$ cat config.mk
export PLATFORM = sky130hd
export DESIGN_NAME = stack_calculator
export DESIGN_NICKNAME = d
export VERILOG_FILES = /design/src/hdl/sc_pkg.sv /design/src/hdl/sc_seq.sv /design/src/hdl/sc_div.sv /design/src/hdl/sc_dpath.sv /design/src/hdl/stack_calculator.sv
export SDC_FILE = /design/constraint.sdc
export NUM_CORES = 2
export LEC_CHECK = 0
export ABC_AREA = 1
export BUFFER_PORTS_ARGS = -buffer_cell sky130_fd_sc_hd__buf_2
export CORE_ASPECT_RATIO = 1.1
export CORE_MARGIN = 3
export CORE_UTILIZATION = 55
export DETAILED_ROUTE_END_ITERATION = 10
export PLACE_DENSITY = 0.71
export SLEW_MARGIN = 0
export SYNTH_ARGS = -nofsm -noshare
export SYNTH_HDL_FRONTEND = slang
export SYNTH_SLANG_ARGS = --single-unit
$ cat constraint.sdc
create_clock -name clock -period 18.3 [get_ports clock]
set_input_delay 0.915 -clock clock [delete_from_list [all_inputs] [get_ports clock]]
set_output_delay 0.915 -clock clock [all_outputs]
set_load 0.02 [all_outputs]
$ cat src/hdl/sc_pkg.sv
// Shared types, codes and microcode store for the stack calculator.
// Used by every module in hdl/; has no dependencies of its own.
`default_nettype none

package sc_pkg;

   localparam int WORD_W  = 32;
   localparam int OP_W    = 3;
   localparam int ST_W    = 3;
   localparam int DEPTH_W = 5;
   localparam int UPC_W   = 5;
   localparam int DCNT_W  = $clog2(WORD_W + 1);

   // instruction codes
   localparam logic [OP_W-1:0] OP_PUSH = 3'd0;
   localparam logic [OP_W-1:0] OP_POP  = 3'd1;
   localparam logic [OP_W-1:0] OP_ADD  = 3'd2;
   localparam logic [OP_W-1:0] OP_SUB  = 3'd3;
   localparam logic [OP_W-1:0] OP_MUL  = 3'd4;
   localparam logic [OP_W-1:0] OP_DIV  = 3'd5;

   // status codes
   localparam logic [ST_W-1:0] ST_OK      = 3'd0;
   localparam logic [ST_W-1:0] ST_EMPTY   = 3'd1;
   localparam logic [ST_W-1:0] ST_FEW     = 3'd2;
   localparam logic [ST_W-1:0] ST_FULL    = 3'd3;
   localparam logic [ST_W-1:0] ST_DIVZERO = 3'd4;

   // next-address control
   localparam logic [2:0] JC_NEXT     = 3'd0;  // fall through
   localparam logic [2:0] JC_GOTO     = 3'd1;  // unconditional jump
   localparam logic [2:0] JC_WAIT_REQ = 3'd2;  // hold until an item arrives
   localparam logic [2:0] JC_WAIT_DIV = 3'd3;  // hold while divider busy
   localparam logic [2:0] JC_WAIT_OUT = 3'd4;  // hold until output register free
   localparam logic [2:0] JC_IF_DIV   = 3'd5;  // jump if opcode is divide
   localparam logic [2:0] JC_IF_BZERO = 3'd6;  // jump if right operand is zero
   localparam logic [2:0] JC_DISPATCH = 3'd7;  // jump on opcode and stack fill

   // result register source
   localparam logic [1:0] RS_HOLD  = 2'd0;
   localparam logic [1:0] RS_RDATA = 2'd1;
   localparam logic [1:0] RS_ALU   = 2'd2;
   localparam logic [1:0] RS_DIV   = 2'd3;

   // microcode addresses
   localparam logic [UPC_W-1:0] U_IDLE   = 5'd0;
   localparam logic [UPC_W-1:0] U_DISP   = 5'd1;
   localparam logic [UPC_W-1:0] U_PUSH   = 5'd2;
   localparam logic [UPC_W-1:0] U_POP    = 5'd3;
   localparam logic [UPC_W-1:0] U_ARD    = 5'd4;
   localparam logic [UPC_W-1:0] U_ALAT   = 5'd5;
   localparam logic [UPC_W-1:0] U_ALU    = 5'd6;
   localparam logic [UPC_W-1:0] U_WB     = 5'd7;
   localparam logic [UPC_W-1:0] U_DCHK   = 5'd8;
   localparam logic [UPC_W-1:0] U_DGO    = 5'd9;
   localparam logic [UPC_W-1:0] U_DWAIT  = 5'd10;
   localparam logic [UPC_W-1:0] U_DRES   = 5'd11;
   localparam logic [UPC_W-1:0] U_RESP   = 5'd12;
   localparam logic [UPC_W-1:0] U_EFULL  = 5'd13;
   localparam logic [UPC_W-1:0] U_EEMPTY = 5'd14;
   localparam logic [UPC_W-1:0] U_EFEW   = 5'd15;
   localparam logic [UPC_W-1:0] U_EDZ    = 5'd16;

   typedef struct packed {
      logic [OP_W-1:0]          opcode;
      logic signed [WORD_W-1:0] push_value;
   } req_type;

   typedef struct packed {
      logic signed [WORD_W-1:0] top_value;
      logic [ST_W-1:0]          status;
      logic [DEPTH_W-1:0]       depth;
   } rsp_type;

   // one control word per microcode step
   typedef struct packed {
      logic [2:0]       jump;
      logic [UPC_W-1:0] target;
      logic             req_ready;
      logic             ld_req;
      logic             rd_second;
      logic             ld_a;
      logic             ld_b;
      logic [1:0]       res_sel;
      logic             wr_push;
      logic             wr_res;
      logic             cnt_inc;
      logic             cnt_dec;
      logic             st_en;
      logic [ST_W-1:0]  st_val;
      logic             div_start;
      logic             rsp_load;
   } ctl_word_type;

   // datapath conditions seen by the sequencer
   typedef struct packed {
      logic [OP_W-1:0] op;
      logic            full;
      logic            empty;
      logic            few;
      logic            b_zero;
      logic            out_free;
   } dp_flags_type;

   // microcode store
   function automatic ctl_word_type ucode_rom(input logic [UPC_W-1:0] upc);
      ctl_word_type w;
      w = '0;
      case (upc)
         U_IDLE: begin
            w.req_ready = 1'b1;
            w.ld_req    = 1'b1;
            w.jump      = JC_WAIT_REQ;
            w.target    = U_DISP;
         end
         U_DISP: begin
            w.jump = JC_DISPATCH;  // top entry read issued here
         end
         U_PUSH: begin
            w.wr_push = 1'b1;
            w.cnt_inc = 1'b1;
            w.jump    = JC_GOTO;
            w.target  = U_RESP;
         end
         U_POP: begin
            w.res_sel = RS_RDATA;
            w.cnt_dec = 1'b1;
            w.jump    = JC_GOTO;
            w.target  = U_RESP;
         end
         U_ARD: begin
            w.ld_b      = 1'b1;
            w.rd_second = 1'b1;
            w.jump      = JC_NEXT;
         end
         U_ALAT: begin
            w.ld_a   = 1'b1;
            w.jump   = JC_IF_DIV;
            w.target = U_DCHK;
         end
         U_ALU: begin
            w.res_sel = RS_ALU;
            w.jump    = JC_NEXT;
         end
         U_WB: begin
            w.wr_res  = 1'b1;
            w.cnt_dec = 1'b1;
            w.jump    = JC_GOTO;
            w.target  = U_RESP;
         end
         U_DCHK: begin
            w.jump   = JC_IF_BZERO;
            w.target = U_EDZ;
         end
         U_DGO: begin
            w.div_start = 1'b1;
            w.jump      = JC_NEXT;
         end
         U_DWAIT: begin
            w.jump   = JC_WAIT_DIV;
            w.target = U_DRES;
         end
         U_DRES: begin
            w.res_sel = RS_DIV;
            w.jump    = JC_GOTO;
            w.target  = U_WB;
         end
         U_RESP: begin
            w.rsp_load = 1'b1;
            w.jump     = JC_WAIT_OUT;
            w.target   = U_IDLE;
         end
         U_EFULL: begin
            w.st_en  = 1'b1;
            w.st_val = ST_FULL;
            w.jump   = JC_GOTO;
            w.target = U_RESP;
         end
         U_EEMPTY: begin
            w.st_en  = 1'b1;
            w.st_val = ST_EMPTY;
            w.jump   = JC_GOTO;
            w.target = U_RESP;
         end
         U_EFEW: begin
            w.st_en  = 1'b1;
            w.st_val = ST_FEW;
            w.jump   = JC_GOTO;
            w.target = U_RESP;
         end
         U_EDZ: begin
            w.st_en  = 1'b1;
            w.st_val = ST_DIVZERO;
            w.jump   = JC_GOTO;
            w.target = U_RESP;
         end
         default: begin
            w.jump   = JC_GOTO;
            w.target = U_IDLE;
         end
      endcase
      return w;
   endfunction

endpackage

`default_nettype wire

$ cat src/hdl/sc_seq.sv
// Microcode sequencer: step counter, control store lookup and jump logic.
// Depends on sc_pkg.
`default_nettype none

module sc_seq (
   input  wire logic                 clock,
   input  wire logic                 reset,
   input  wire logic                 req_valid,
   input  wire logic                 div_busy,
   input  wire sc_pkg::dp_flags_type flags,
   output sc_pkg::ctl_word_type      ctl
);

   logic [sc_pkg::UPC_W-1:0] upc_ff;
   logic [sc_pkg::UPC_W-1:0] upc_in;
   logic [sc_pkg::UPC_W-1:0] upc_inc;
   logic [sc_pkg::UPC_W-1:0] disp_tgt;

   assign ctl     = sc_pkg::ucode_rom(upc_ff);
   assign upc_inc = upc_ff + sc_pkg::UPC_W'(1);

   // decode jump: opcode together with stack fill
   always_comb begin
      if (flags.op == sc_pkg::OP_PUSH) begin
         disp_tgt = flags.full ? sc_pkg::U_EFULL : sc_pkg::U_PUSH;
      end else if (flags.op == sc_pkg::OP_POP) begin
         disp_tgt = flags.empty ? sc_pkg::U_EEMPTY : sc_pkg::U_POP;
      end else if (flags.op inside {[sc_pkg::OP_ADD:sc_pkg::OP_DIV]}) begin
         disp_tgt = flags.few ? sc_pkg::U_EFEW : sc_pkg::U_ARD;
      end else begin
         disp_tgt = sc_pkg::U_RESP;  // unused opcodes: plain ok reply
      end
   end

   // next step
   always_comb begin
      case (ctl.jump)
         sc_pkg::JC_NEXT:     upc_in = upc_inc;
         sc_pkg::JC_GOTO:     upc_in = ctl.target;
         sc_pkg::JC_WAIT_REQ: upc_in = req_valid ? ctl.target : upc_ff;
         sc_pkg::JC_WAIT_DIV: upc_in = div_busy ? upc_ff : ctl.target;
         sc_pkg::JC_WAIT_OUT: upc_in = flags.out_free ? ctl.target : upc_ff;
         sc_pkg::JC_IF_DIV:
            upc_in = (flags.op == sc_pkg::OP_DIV) ? ctl.target : upc_inc;
         sc_pkg::JC_IF_BZERO: upc_in = flags.b_zero ? ctl.target : upc_inc;
         sc_pkg::JC_DISPATCH: upc_in = disp_tgt;
         default:             upc_in = sc_pkg::U_IDLE;
      endcase
   end

   always_ff @(posedge clock) begin
      if (reset) begin
         upc_ff <= sc_pkg::U_IDLE;
      end else begin
         upc_ff <= upc_in;
      end
   end

endmodule

`default_nettype wire

$ cat src/hdl/sc_div.sv
// Signed 32-bit divider, truncating, one quotient bit per cycle (restoring).
// Depends on sc_pkg.
`default_nettype none

module sc_div (
   input  wire logic                      clock,
   input  wire logic                      reset,
   input  wire logic                      start,
   input  wire logic [sc_pkg::WORD_W-1:0] num,
   input  wire logic [sc_pkg::WORD_W-1:0] den,
   output logic                           busy,
   output logic [sc_pkg::WORD_W-1:0]      quot
);

   localparam int W  = sc_pkg::WORD_W;
   localparam int CW = sc_pkg::DCNT_W;

   logic [W-1:0]  rem_ff;
   logic [W-1:0]  quo_ff;
   logic [W-1:0]  dmag_ff;
   logic          neg_ff;
   logic          busy_ff;
   logic [CW-1:0] cnt_ff;
   logic [W:0]    shifted;
   logic [W+1:0]  diff;
   logic          ge;
   logic [W-1:0]  nmag;
   logic [W-1:0]  dmag;

   // operand magnitudes; minimum value maps to 2^31 unsigned
   assign nmag = num[W-1] ? (W'(0) - num) : num;
   assign dmag = den[W-1] ? (W'(0) - den) : den;

   // one restoring step
   assign shifted = {rem_ff, quo_ff[W-1]};
   assign diff    = {1'b0, shifted} - {2'b00, dmag_ff};
   assign ge      = ~diff[W+1];

   assign busy = busy_ff;
   assign quot = neg_ff ? (W'(0) - quo_ff) : quo_ff;

   always_ff @(posedge clock) begin
      if (reset) begin
         busy_ff <= 1'b0;
         cnt_ff  <= '0;
      end else if (start) begin
         busy_ff <= 1'b1;
         cnt_ff  <= CW'(W);
      end else if (busy_ff) begin
         cnt_ff <= cnt_ff - CW'(1);
         if (cnt_ff == CW'(1)) begin
            busy_ff <= 1'b0;
         end
      end
   end

   always_ff @(posedge clock) begin
      if (start) begin
         rem_ff  <= '0;
         quo_ff  <= nmag;
         dmag_ff <= dmag;
         neg_ff  <= num[W-1] ^ den[W-1];
      end else if (busy_ff) begin
         rem_ff <= ge ? diff[W-1:0] : shifted[W-1:0];
         quo_ff <= {quo_ff[W-2:0], ge};
      end
   end

endmodule

`default_nettype wire

$ cat src/hdl/sc_dpath.sv
// Datapath: stack memory, operand and result registers, ALU, output register.
// Depends on sc_pkg; driven by the control word from sc_seq.
`default_nettype none

module sc_dpath #(
   parameter int STACK_DEPTH = 16
) (
   input  wire logic                      clock,
   input  wire logic                      reset,
   input  wire sc_pkg::ctl_word_type      ctl,
   input  wire logic                      req_valid,
   input  wire sc_pkg::req_type           req_data,
   input  wire logic                      rsp_ready,
   output logic                           rsp_valid,
   output sc_pkg::rsp_type                rsp_data,
   input  wire logic [sc_pkg::WORD_W-1:0] div_quot,
   output logic [sc_pkg::WORD_W-1:0]      div_num,
   output logic [sc_pkg::WORD_W-1:0]      div_den,
   output sc_pkg::dp_flags_type           flags
);

   localparam int W  = sc_pkg::WORD_W;
   localparam int AW = $clog2(STACK_DEPTH);
   localparam int CW = $clog2(STACK_DEPTH + 1);
   localparam int DW = sc_pkg::DEPTH_W;

   logic [W-1:0]           mem [STACK_DEPTH];
   logic [W-1:0]           rdata_ff;
   logic [sc_pkg::OP_W-1:0] op_ff;
   logic [W-1:0]           val_ff;
   logic [W-1:0]           a_ff;
   logic [W-1:0]           b_ff;
   logic [W-1:0]           res_ff;
   logic [W-1:0]           res_in;
   logic [sc_pkg::ST_W-1:0] st_ff;
   logic [CW-1:0]          cnt_ff;
   logic [CW-1:0]          cnt_in;
   logic [CW-1:0]          cnt_m1;
   logic [CW-1:0]          cnt_m2;
   logic [AW-1:0]          rd_addr;
   logic [AW-1:0]          wr_addr;
   logic [W-1:0]           wr_data;
   logic                   wr_en;
   logic [W-1:0]           alu_out;
   logic                   accept;
   logic                   out_free;
   logic                   rsp_valid_ff;
   sc_pkg::rsp_type        rsp_data_ff;

   assign accept   = ctl.ld_req & req_valid;
   assign out_free = ~rsp_valid_ff | rsp_ready;
   assign cnt_m1   = cnt_ff - CW'(1);
   assign cnt_m2   = cnt_ff - CW'(2);

   // stack addressing: top is count-1, second is count-2
   assign rd_addr = ctl.rd_second ? cnt_m2[AW-1:0] : cnt_m1[AW-1:0];
   assign wr_addr = ctl.wr_push ? cnt_ff[AW-1:0] : cnt_m2[AW-1:0];
   assign wr_data = ctl.wr_push ? val_ff : res_ff;
   assign wr_en   = ctl.wr_push | ctl.wr_res;

   // stack memory, registered read
   always_ff @(posedge clock) begin
      if (wr_en) begin
         mem[wr_addr] <= wr_data;
      end
      rdata_ff <= mem[rd_addr];
   end

   // add / subtract / multiply, low word kept
   always_comb begin
      case (op_ff)
         sc_pkg::OP_ADD: alu_out = a_ff + b_ff;
         sc_pkg::OP_SUB: alu_out = a_ff - b_ff;
         sc_pkg::OP_MUL: alu_out = a_ff * b_ff;
         default:        alu_out = '0;
      endcase
   end

   // result register source
   always_comb begin
      if (accept) begin
         res_in = '0;
      end else begin
         case (ctl.res_sel)
            sc_pkg::RS_RDATA: res_in = rdata_ff;
            sc_pkg::RS_ALU:   res_in = alu_out;
            sc_pkg::RS_DIV:   res_in = div_quot;
            default:          res_in = res_ff;
         endcase
      end
   end

   // stack count
   always_comb begin
      cnt_in = cnt_ff;
      if (ctl.cnt_inc) begin
         cnt_in = cnt_ff + CW'(1);
      end else if (ctl.cnt_dec) begin
         cnt_in = cnt_m1;
      end
   end

   always_ff @(posedge clock) begin
      if (reset) begin
         cnt_ff <= '0;
      end else begin
         cnt_ff <= cnt_in;
      end
   end

   // item capture, operands, status
   always_ff @(posedge clock) begin
      res_ff <= res_in;
      if (accept) begin
         op_ff  <= req_data.opcode;
         val_ff <= req_data.push_value;
         st_ff  <= sc_pkg::ST_OK;
      end else if (ctl.st_en) begin
         st_ff <= ctl.st_val;
      end
      if (ctl.ld_a) begin
         a_ff <= rdata_ff;
      end
      if (ctl.ld_b) begin
         b_ff <= rdata_ff;
      end
   end

   // output register
   always_ff @(posedge clock) begin
      if (reset) begin
         rsp_valid_ff <= 1'b0;
      end else if (ctl.rsp_load && out_free) begin
         rsp_valid_ff <= 1'b1;
      end else if (rsp_ready) begin
         rsp_valid_ff <= 1'b0;
      end
   end

   always_ff @(posedge clock) begin
      if (ctl.rsp_load && out_free) begin
         rsp_data_ff.top_value <= res_ff;
         rsp_data_ff.status    <= st_ff;
         rsp_data_ff.depth     <= DW'(cnt_ff);
      end
   end

   assign rsp_valid = rsp_valid_ff;
   assign rsp_data  = rsp_data_ff;
   assign div_num   = a_ff;
   assign div_den   = b_ff;

   assign flags.op       = op_ff;
   assign flags.full     = (cnt_ff == CW'(STACK_DEPTH));
   assign flags.empty    = (cnt_ff == '0);
   assign flags.few      = (cnt_ff < CW'(2));
   assign flags.b_zero   = (b_ff == '0);
   assign flags.out_free = out_free;

endmodule

`default_nettype wire

$ cat src/hdl/stack_calculator.sv
// Integer stack calculator, top level.
// Depends on sc_pkg, sc_seq, sc_dpath and sc_div.
//
// Usage:
//   req channel (req_valid/req_ready/req_data) takes one instruction per item:
//   opcode and push_value. rsp channel (rsp_valid/rsp_ready/rsp_data) returns
//   exactly one item per instruction: top_value, status and the stack depth
//   after the instruction.
//   A microcoded sequencer runs each instruction one at a time; req_ready is
//   high only in the idle step. Steps after idle and dispatch, in order:
//     push, pop, push when full, pop when empty, too few operands: own step,
//     response; unused opcodes: response; add, subtract, multiply: operand
//     reads, ALU, write-back, response; divide by zero: operand reads, zero
//     check, error, response; divide: operand reads, zero check, start, 32
//     one-bit divider steps, result, write-back, response.
//   The rate is set by these steps and, for divide, by the radix-2 divider.
//   The result is written to an output register, so the next item is
//   accepted while rsp_valid waits on a stalled receiver; a further result
//   waits in the response step until that register drains.
//   Reset (synchronous, active high) empties the stack and clears rsp_valid.
`default_nettype none

module stack_calculator #(
   parameter int STACK_DEPTH = 16
) (
   input  wire logic            clock,
   input  wire logic            reset,
   input  wire logic            req_valid,
   output logic                 req_ready,
   input  wire sc_pkg::req_type req_data,
   output logic                 rsp_valid,
   input  wire logic            rsp_ready,
   output sc_pkg::rsp_type      rsp_data
);

   sc_pkg::ctl_word_type      ctl;
   sc_pkg::dp_flags_type      flags;
   logic                      div_busy;
   logic [sc_pkg::WORD_W-1:0] div_quot;
   logic [sc_pkg::WORD_W-1:0] div_num;
   logic [sc_pkg::WORD_W-1:0] div_den;

   assign req_ready = ctl.req_ready;

   sc_seq u_seq (
      .clock     (clock),
      .reset     (reset),
      .req_valid (req_valid),
      .div_busy  (div_busy),
      .flags     (flags),
      .ctl       (ctl)
   );

   sc_dpath #(
      .STACK_DEPTH (STACK_DEPTH)
   ) u_dpath (
      .clock     (clock),
      .reset     (reset),
      .ctl       (ctl),
      .req_valid (req_valid),
      .req_data  (req_data),
      .rsp_ready (rsp_ready),
      .rsp_valid (rsp_valid),
      .rsp_data  (rsp_data),
      .div_quot  (div_quot),
      .div_num   (div_num),
      .div_den   (div_den),
      .flags     (flags)
   );

   sc_div u_div (
      .clock (clock),
      .reset (reset),
      .start (ctl.div_start),
      .num   (div_num),
      .den   (div_den),
      .busy  (div_busy),
      .quot  (div_quot)
   );

`ifndef SYNTHESIS
   // one instruction at a time: ready drops right after an accept
   assert property (@(posedge clock) disable iff (reset)
      (req_valid && req_ready) |=> !req_ready)
      else $error("item accepted while previous instruction still running");

   // no new item while a division is in flight
   assert property (@(posedge clock) disable iff (reset)
      div_busy |-> !req_ready)
      else $error("input ready during division");

   // divider is only started when idle, and never on a zero divisor
   assert property (@(posedge clock) disable iff (reset)
      ctl.div_start |-> (!div_busy && !flags.b_zero))
      else $error("divider started while busy or on zero divisor");

   // every error reply carries a zero value
   assert property (@(posedge clock) disable iff (reset)
      (rsp_valid && rsp_data.status != sc_pkg::ST_OK) |-> (rsp_data.top_value == '0))
      else $error("error item with non-zero value");
`endif

endmodule

`default_nettype wire
* Yosys cells after proc, flatten, opt, wreduce, memory -nomap -nowiden
Memories as Yosys holds them, arrays and structs flattened. A register that Yosys moved wholly into a read port is not among the register bits. Index checks and enable logic that the tools add are counted.
Word-level totals: RAM bits 512, memories 1, output and inout port bits 42, register bits after elaboration 289, input bits 39
Memories:
- u_dpath.mem | words 16, width 32, read ports 1, clocked after Yosys merged registers in 1, wr ports 1, RTL line sc_dpath.sv:27 | logic [W-1:0] mem [STACK_DEPTH];
Cells by class: bitwise operators 6, add/sub/neg operators 11, reductions and logical operators 16, order comparisons 3, multiplexer cells 46, equality and inequality tests 36, $mul 1
Operator list (number):
- 2-to-1 mux 32 bit | 6
- one-hot mux 32 bit (3 select lines) | 2
- subtractor 1 x 32 -> 32 bit (first input constant) | 3
- 2-to-1 mux 5 bit | 10
- equality test 5 x 4 -> 1 bit (second input constant) | 8
- one-hot mux 5 bit (8 select lines) | 1
- subtractor 33 x 32 -> 34 bit | 1
- adder 32 bit | 1
- zero test 32 bit | 1
- multiplier 32 x 32 -> 32 bit | 1
- subtractor 32 bit | 1
- 2-to-1 mux 31 bit | 1
- one-hot mux 5 bit (6 select lines) | 1
- one-hot mux 3 bit (7 select lines) | 1
- equality test 5 x 3 -> 1 bit (second input constant) | 4
- 2-to-1 mux 4 bit | 5
- equality test 3 bit (second input constant) | 6
- one-hot mux 4 bit (4 select lines) | 1
- 2-to-1 mux 1 bit | 14
- equality test 3 x 2 -> 1 bit (second input constant) | 4
- 2-to-1 mux 6 bit | 2
- adder 5 x 1 -> 5 bit (second input constant) | 2
- equality test 5 x 2 -> 1 bit (second input constant) | 2
- equality test 5 bit (second input constant) | 2
- other kinds (28) | 39

* Depth between registers and ports, before layout
word-level depth 6, depth in mapped cells 34

* Modules after synthesis
A second synthesis with hierarchy kept.
Unflattened totals: cells, all modules 6342, area total of the unflattened synthesis 56780.7 sq um
By module, submodules not included:
- sc_dpath | cells each 4690, instances 1, area an instance 46419.5 sq um
- sc_div | cells each 1450, instances 1, area an instance 9290.2 sq um
- sc_seq | cells each 202, instances 1, area an instance 1071.0 sq um

* Worst setup path after synthesis
OpenSTA, ideal clock, no wires.
kind reg-to-reg, start register u_dpath.b_ff[6] (netlist: u_dpath.div_den[6]), end register u_dpath.res_ff[24], data required time 18.183 ns, cell stages (with the launch flop) 28, library setup time 0.117 ns, arrival time 6.703 ns, setup slack 11.480 ns, path buffers 2, path through edfxtp_1 -> clkbuf_1 -> clkbuf_1 -> nand2_1 -> inv_1 -> fa_1 -> fa_1 -> fa_1 -> inv_1 -> fa_1 -> inv_1 -> fa_1 -> inv_1 -> fa_1 -> inv_1 -> fa_1 -> fa_1 -> ha_1 -> nand4_1 -> nor3_1 -> nand4_1 -> nand3_1 -> a21oi_1 -> or2_2 -> nand3_1 -> o21ai_0 -> a21oi_1 -> nor2_1
Between the ends: longest elaborated chain between the ends 3, elaborated cells on any way between the ends 5
Ends and longest elaborated chain:
- start: declaration | RTL line sc_dpath.sv:32 | logic [W-1:0] b_ff;
- start signal: assignment | RTL line sc_dpath.sv:125 | b_ff <= rdata_ff;
- multiplier 32 x 32 -> 32 bit, or another cell as far along | RTL line sc_dpath.sv:74 | sc_pkg::OP_MUL: alu_out = a_ff * b_ff;
- one-hot mux 32 bit (3 select lines) * | RTL line sc_dpath.sv:71 | case (op_ff)
- one-hot mux 32 bit (3 select lines) * | RTL line sc_dpath.sv:84 | case (ctl.res_sel)
- end signal: assignment | RTL line sc_dpath.sv:113 | res_ff <= res_in;
- end: declaration | RTL line sc_dpath.sv:33 | logic [W-1:0] res_ff;
Every way passes the cells marked *; elsewhere a longest branch is shown, timed or not. A chain may end at the register's enable or synchronous reset.

* Worst setup path after layout
start register u_dpath.a_ff[14] (netlist: u_dpath.div_num[14]), end register u_dpath.res_ff[26]
Between the ends: longest elaborated chain between the ends 3, elaborated cells on any way between the ends 5
Ends and longest elaborated chain:
- start: declaration | RTL line sc_dpath.sv:31 | logic [W-1:0] a_ff;
- start signal: assignment | RTL line sc_dpath.sv:122 | a_ff <= rdata_ff;
- multiplier 32 x 32 -> 32 bit, or another cell as far along | RTL line sc_dpath.sv:74
- one-hot mux 32 bit (3 select lines) * | RTL line sc_dpath.sv:71
- one-hot mux 32 bit (3 select lines) * | RTL line sc_dpath.sv:84
Marked as above.

==> impl_metrics.tcl <==
set metrics [dict create \
    worst-setup-path-type "reg2reg" \
    die-area_um2 105000 \
    design_area_um2 59900 \
    first_global_vias 42331 \
    hold_viol 0 \
    r2r_end "u_dpath.res_ff[26]" \
    cts-hold-fix-buffers 0 \
    rrSetupSlack_ps 10470 \
    h-tree-depth 3 \
    worst_hold_slack_ps 436 \
    avgSynthCellArea_um2 8.98 \
    ys_warn_count 0 \
    synthesis.area_um2 55400 \
    maxCapViolations 0 \
    wl_mm 158 \
    cts_buffer_depth 3 \
    synth_top_area_share_pct 38.8 \
    ys_seq_elements 833 \
    area_growth_pct 8.17 \
    maxSlewViolCount 0 \
    die_w_um 309 \
    rsz0062_at_grt "no" \
    netlist_top_cells_count "1223 x nand2_1, 1014 x inv_1, 716 x edfxtp_1" \
    drtIter0Drc 3968 \
    critPathLaunchType "flop" \
    grt_overflow 0 \
    cp_common_cell "fa_1" \
    yosysMostFrequentCell "nand2_1" \
    initial_core_util_pct 55.7 \
    synth_nets 6818 \
    synthArstFlopShare_pct 0 \
    cp-startpoint "u_dpath.div_num[14]" \
    root_buffer "clkbuf_16" \
    slowest_delay_ps 1100 \
    pre_cts_slack_ps 10550 \
    die_h_um 339 \
    crit_fanout 23 \
    synthFlopType "edfxtp_1" \
    required_ps 18860 \
    drc 0 \
    io_buffer_count 80 \
    cts_buffers 82 \
    dp_hpwl_mm 108 \
    io_pins 81 \
    cts.sinks 833 \
    vias 42863 \
    synth.area.top_cells "edfxtp_1 39%, fa_1 15%, nand2_1 8.3%" \
    netlist_instances 6166 \
    placed_cell_area_um2 57100 \
    antenna_found_initial 3 \
    rr_worst_depth 28 \
    fin_ws_ps 10470 \
    drtAntennaViolNets 0 \
    hp-class "in2reg" \
    finalCritPeriodShare_pct 42.8 \
    grt_util_all_layers_pct 30.3 \
    postCtsSetupBuffers 0 \
    outcome "completed" \
    tightest_slew_ps 1140 \
    period_needed_ps 7830 \
    drive_above_1_share_pct 5.82 \
    ys_seq_area_share_pct 43.1 \
    grt_pass1_wl_mm 243 \
    dr.pass1.iters 6 \
    grt_max_degree 130 \
    r2r-start "u_dpath.div_num[14]" \
    cts_tree "yes" \
    gp_congestion 0.961 \
    clk_latency_ps 650 \
    fin_nets 6756 \
    finalSetupViolCount 0 \
    clock_skew_ps 33.5 \
    clk_pin_slew_ps 60 \
    fp.coreArea_um2 99500 \
    viasPerCell 5.74 \
    timing.setup.tns_ps 0 \
    cp-end-kind "flop" \
    avgRoutedWirePerCell_um 21.2 \
    synth_edf_count 716 \
    num_rows 121 \
    post_cts_resized 0 \
    maxSlewHeadroom_pct 23.9 \
    cp.arrival_ps 8390 \
    worst_path_max_delay_cell "edfxtp_1" \
    clock.fmax_ghz 0.128 \
    synth_cell_types 56 \
    yosys.area.top_type "edfxtp_1" \
    cp-endpoint "u_dpath.res_ff[26]" \
]
## sequential cells by signal, indices dropped and copies added (netlist names)
signal and cells:
u_dpath.rsp_valid 1, u_div.neg_ff 1, u_div.dmag_ff 32, u_dpath.st_ff 3
u_seq.upc_ff 5, u_dpath.val_ff 32, u_dpath.mem 512, u_dpath.res_ff 32
u_div.quo_ff 32, u_dpath.op_ff 3, u_dpath.div_den 32, u_div.busy 1
u_div.cnt_ff 6, u_dpath.rdata_ff 32, u_dpath.div_num 32, u_div.rem_ff 32
u_dpath.rsp_data 40, u_dpath.cnt_ff 5
## layout by cell type, fill, tap and decap left out, types with 10 or more instances in the layout
cell,synthesis,layout
nand3_1,127,126
or2_2,10,10
o32ai_1,35,35
buf_2,34,80
fa_1,410,410
o221ai_1,34,34
nand3b_1,11,11
a31oi_1,30,30
o22ai_1,10,10
ha_1,203,203
buf_4,0,91
edfxtp_1,716,716
inv_1,1014,1013
dfxtp_1,117,117
bufinv_16,0,11
xnor2_1,38,38
clkinv_1,3,16
xor2_1,66,66
clkbuf_16,0,84
o21bai_1,11,11
nor4_1,19,19
clkinv_2,0,13
o21ai_0,650,649
nand2_1,1223,1223
nor2_4,2,23
clkbuf_1,239,13
o21ai_1,30,28
o211ai_1,16,16
nor3_1,80,79
nand4_1,29,29
a21oi_1,223,222
nor2_1,659,636
a21o_1,26,26
## worst min path at each step
stage                     startpoint                  end  slack, ps  cells past startpoint
global placement    u_dpath.st_ff[0]  u_dpath.rsp_data[5]        430                      0
finish                  req_data[17]   u_dpath.val_ff[17]        440                      1
floorplan           u_dpath.st_ff[0]  u_dpath.rsp_data[5]        410                      0
detailed placement  u_dpath.st_ff[2]  u_dpath.rsp_data[7]        430                      0
CTS                     req_data[25]   u_dpath.val_ff[25]        400                      1
global route            req_data[25]   u_dpath.val_ff[25]        410                      1
## layout make-up
| type | instances | area, um^2 |
|---|---|---|
| Sequential cell | 833 | 23800 |
| Multi-Input combinational cell | 3993 | 26700 |
| Antenna cell | 1 | 2.50 |
| Clock inverter | 52 | 638 |
| Clock buffer | 101 | 2210 |
| Inverter | 1023 | 3850 |
| Fill cell | 8455 | 39600 |
| Tap cell | 1291 | 1620 |
| Timing Repair Buffer | 171 | 1080 |
## through the flow
stage / instances / util, %
6_report: 7465 / 60.2
5_1_grt: 7464 / 60.2
4_1_cts: 7464 / 60.2
3_5_place_dp: 7311 / 57.4
3_3_place_gp: 7311 / 57.4
2_1_floorplan: 6166 / -
## metal layers
metal	part of all wire, %	vias up	global-route usage [%]
li1	-	19796	-
met1	40	20884	39.6
met2	48	1773	51.1
met3	7.8	410	4.19
met4	4.2	0	12.3
met5	0	-	0
## critical path, delay by kind of cell (launching register included)
family	cells	cell delay (ps)
AO/OA/AOI/OAI	2	300
adder cells (fa/ha/maj)	9	4240
buffers and inverters	5	360
flip-flops	1	1100
AND/OR/NAND/NOR	12	1750
## logic make-up (layout without fill, tap and decap cells)
group / after synthesis / after routing / share of synthesized area, %
simple gates: 2174 / 2174 / 15.7
buf+inv: 1340 / 1347 / 9.19
compound gates: 1101 / 1101 / 10.9
flops: 833 / 833 / 43.1
fa+ha+maj: 613 / 613 / 19.4
xor+xnor: 105 / 105 / 1.67
other cells: 0 / 1 / 0
Power is left out: the tool's default activity adds up to more than one toggle a clock period on the data nets, which glitch-free logic cannot reach.
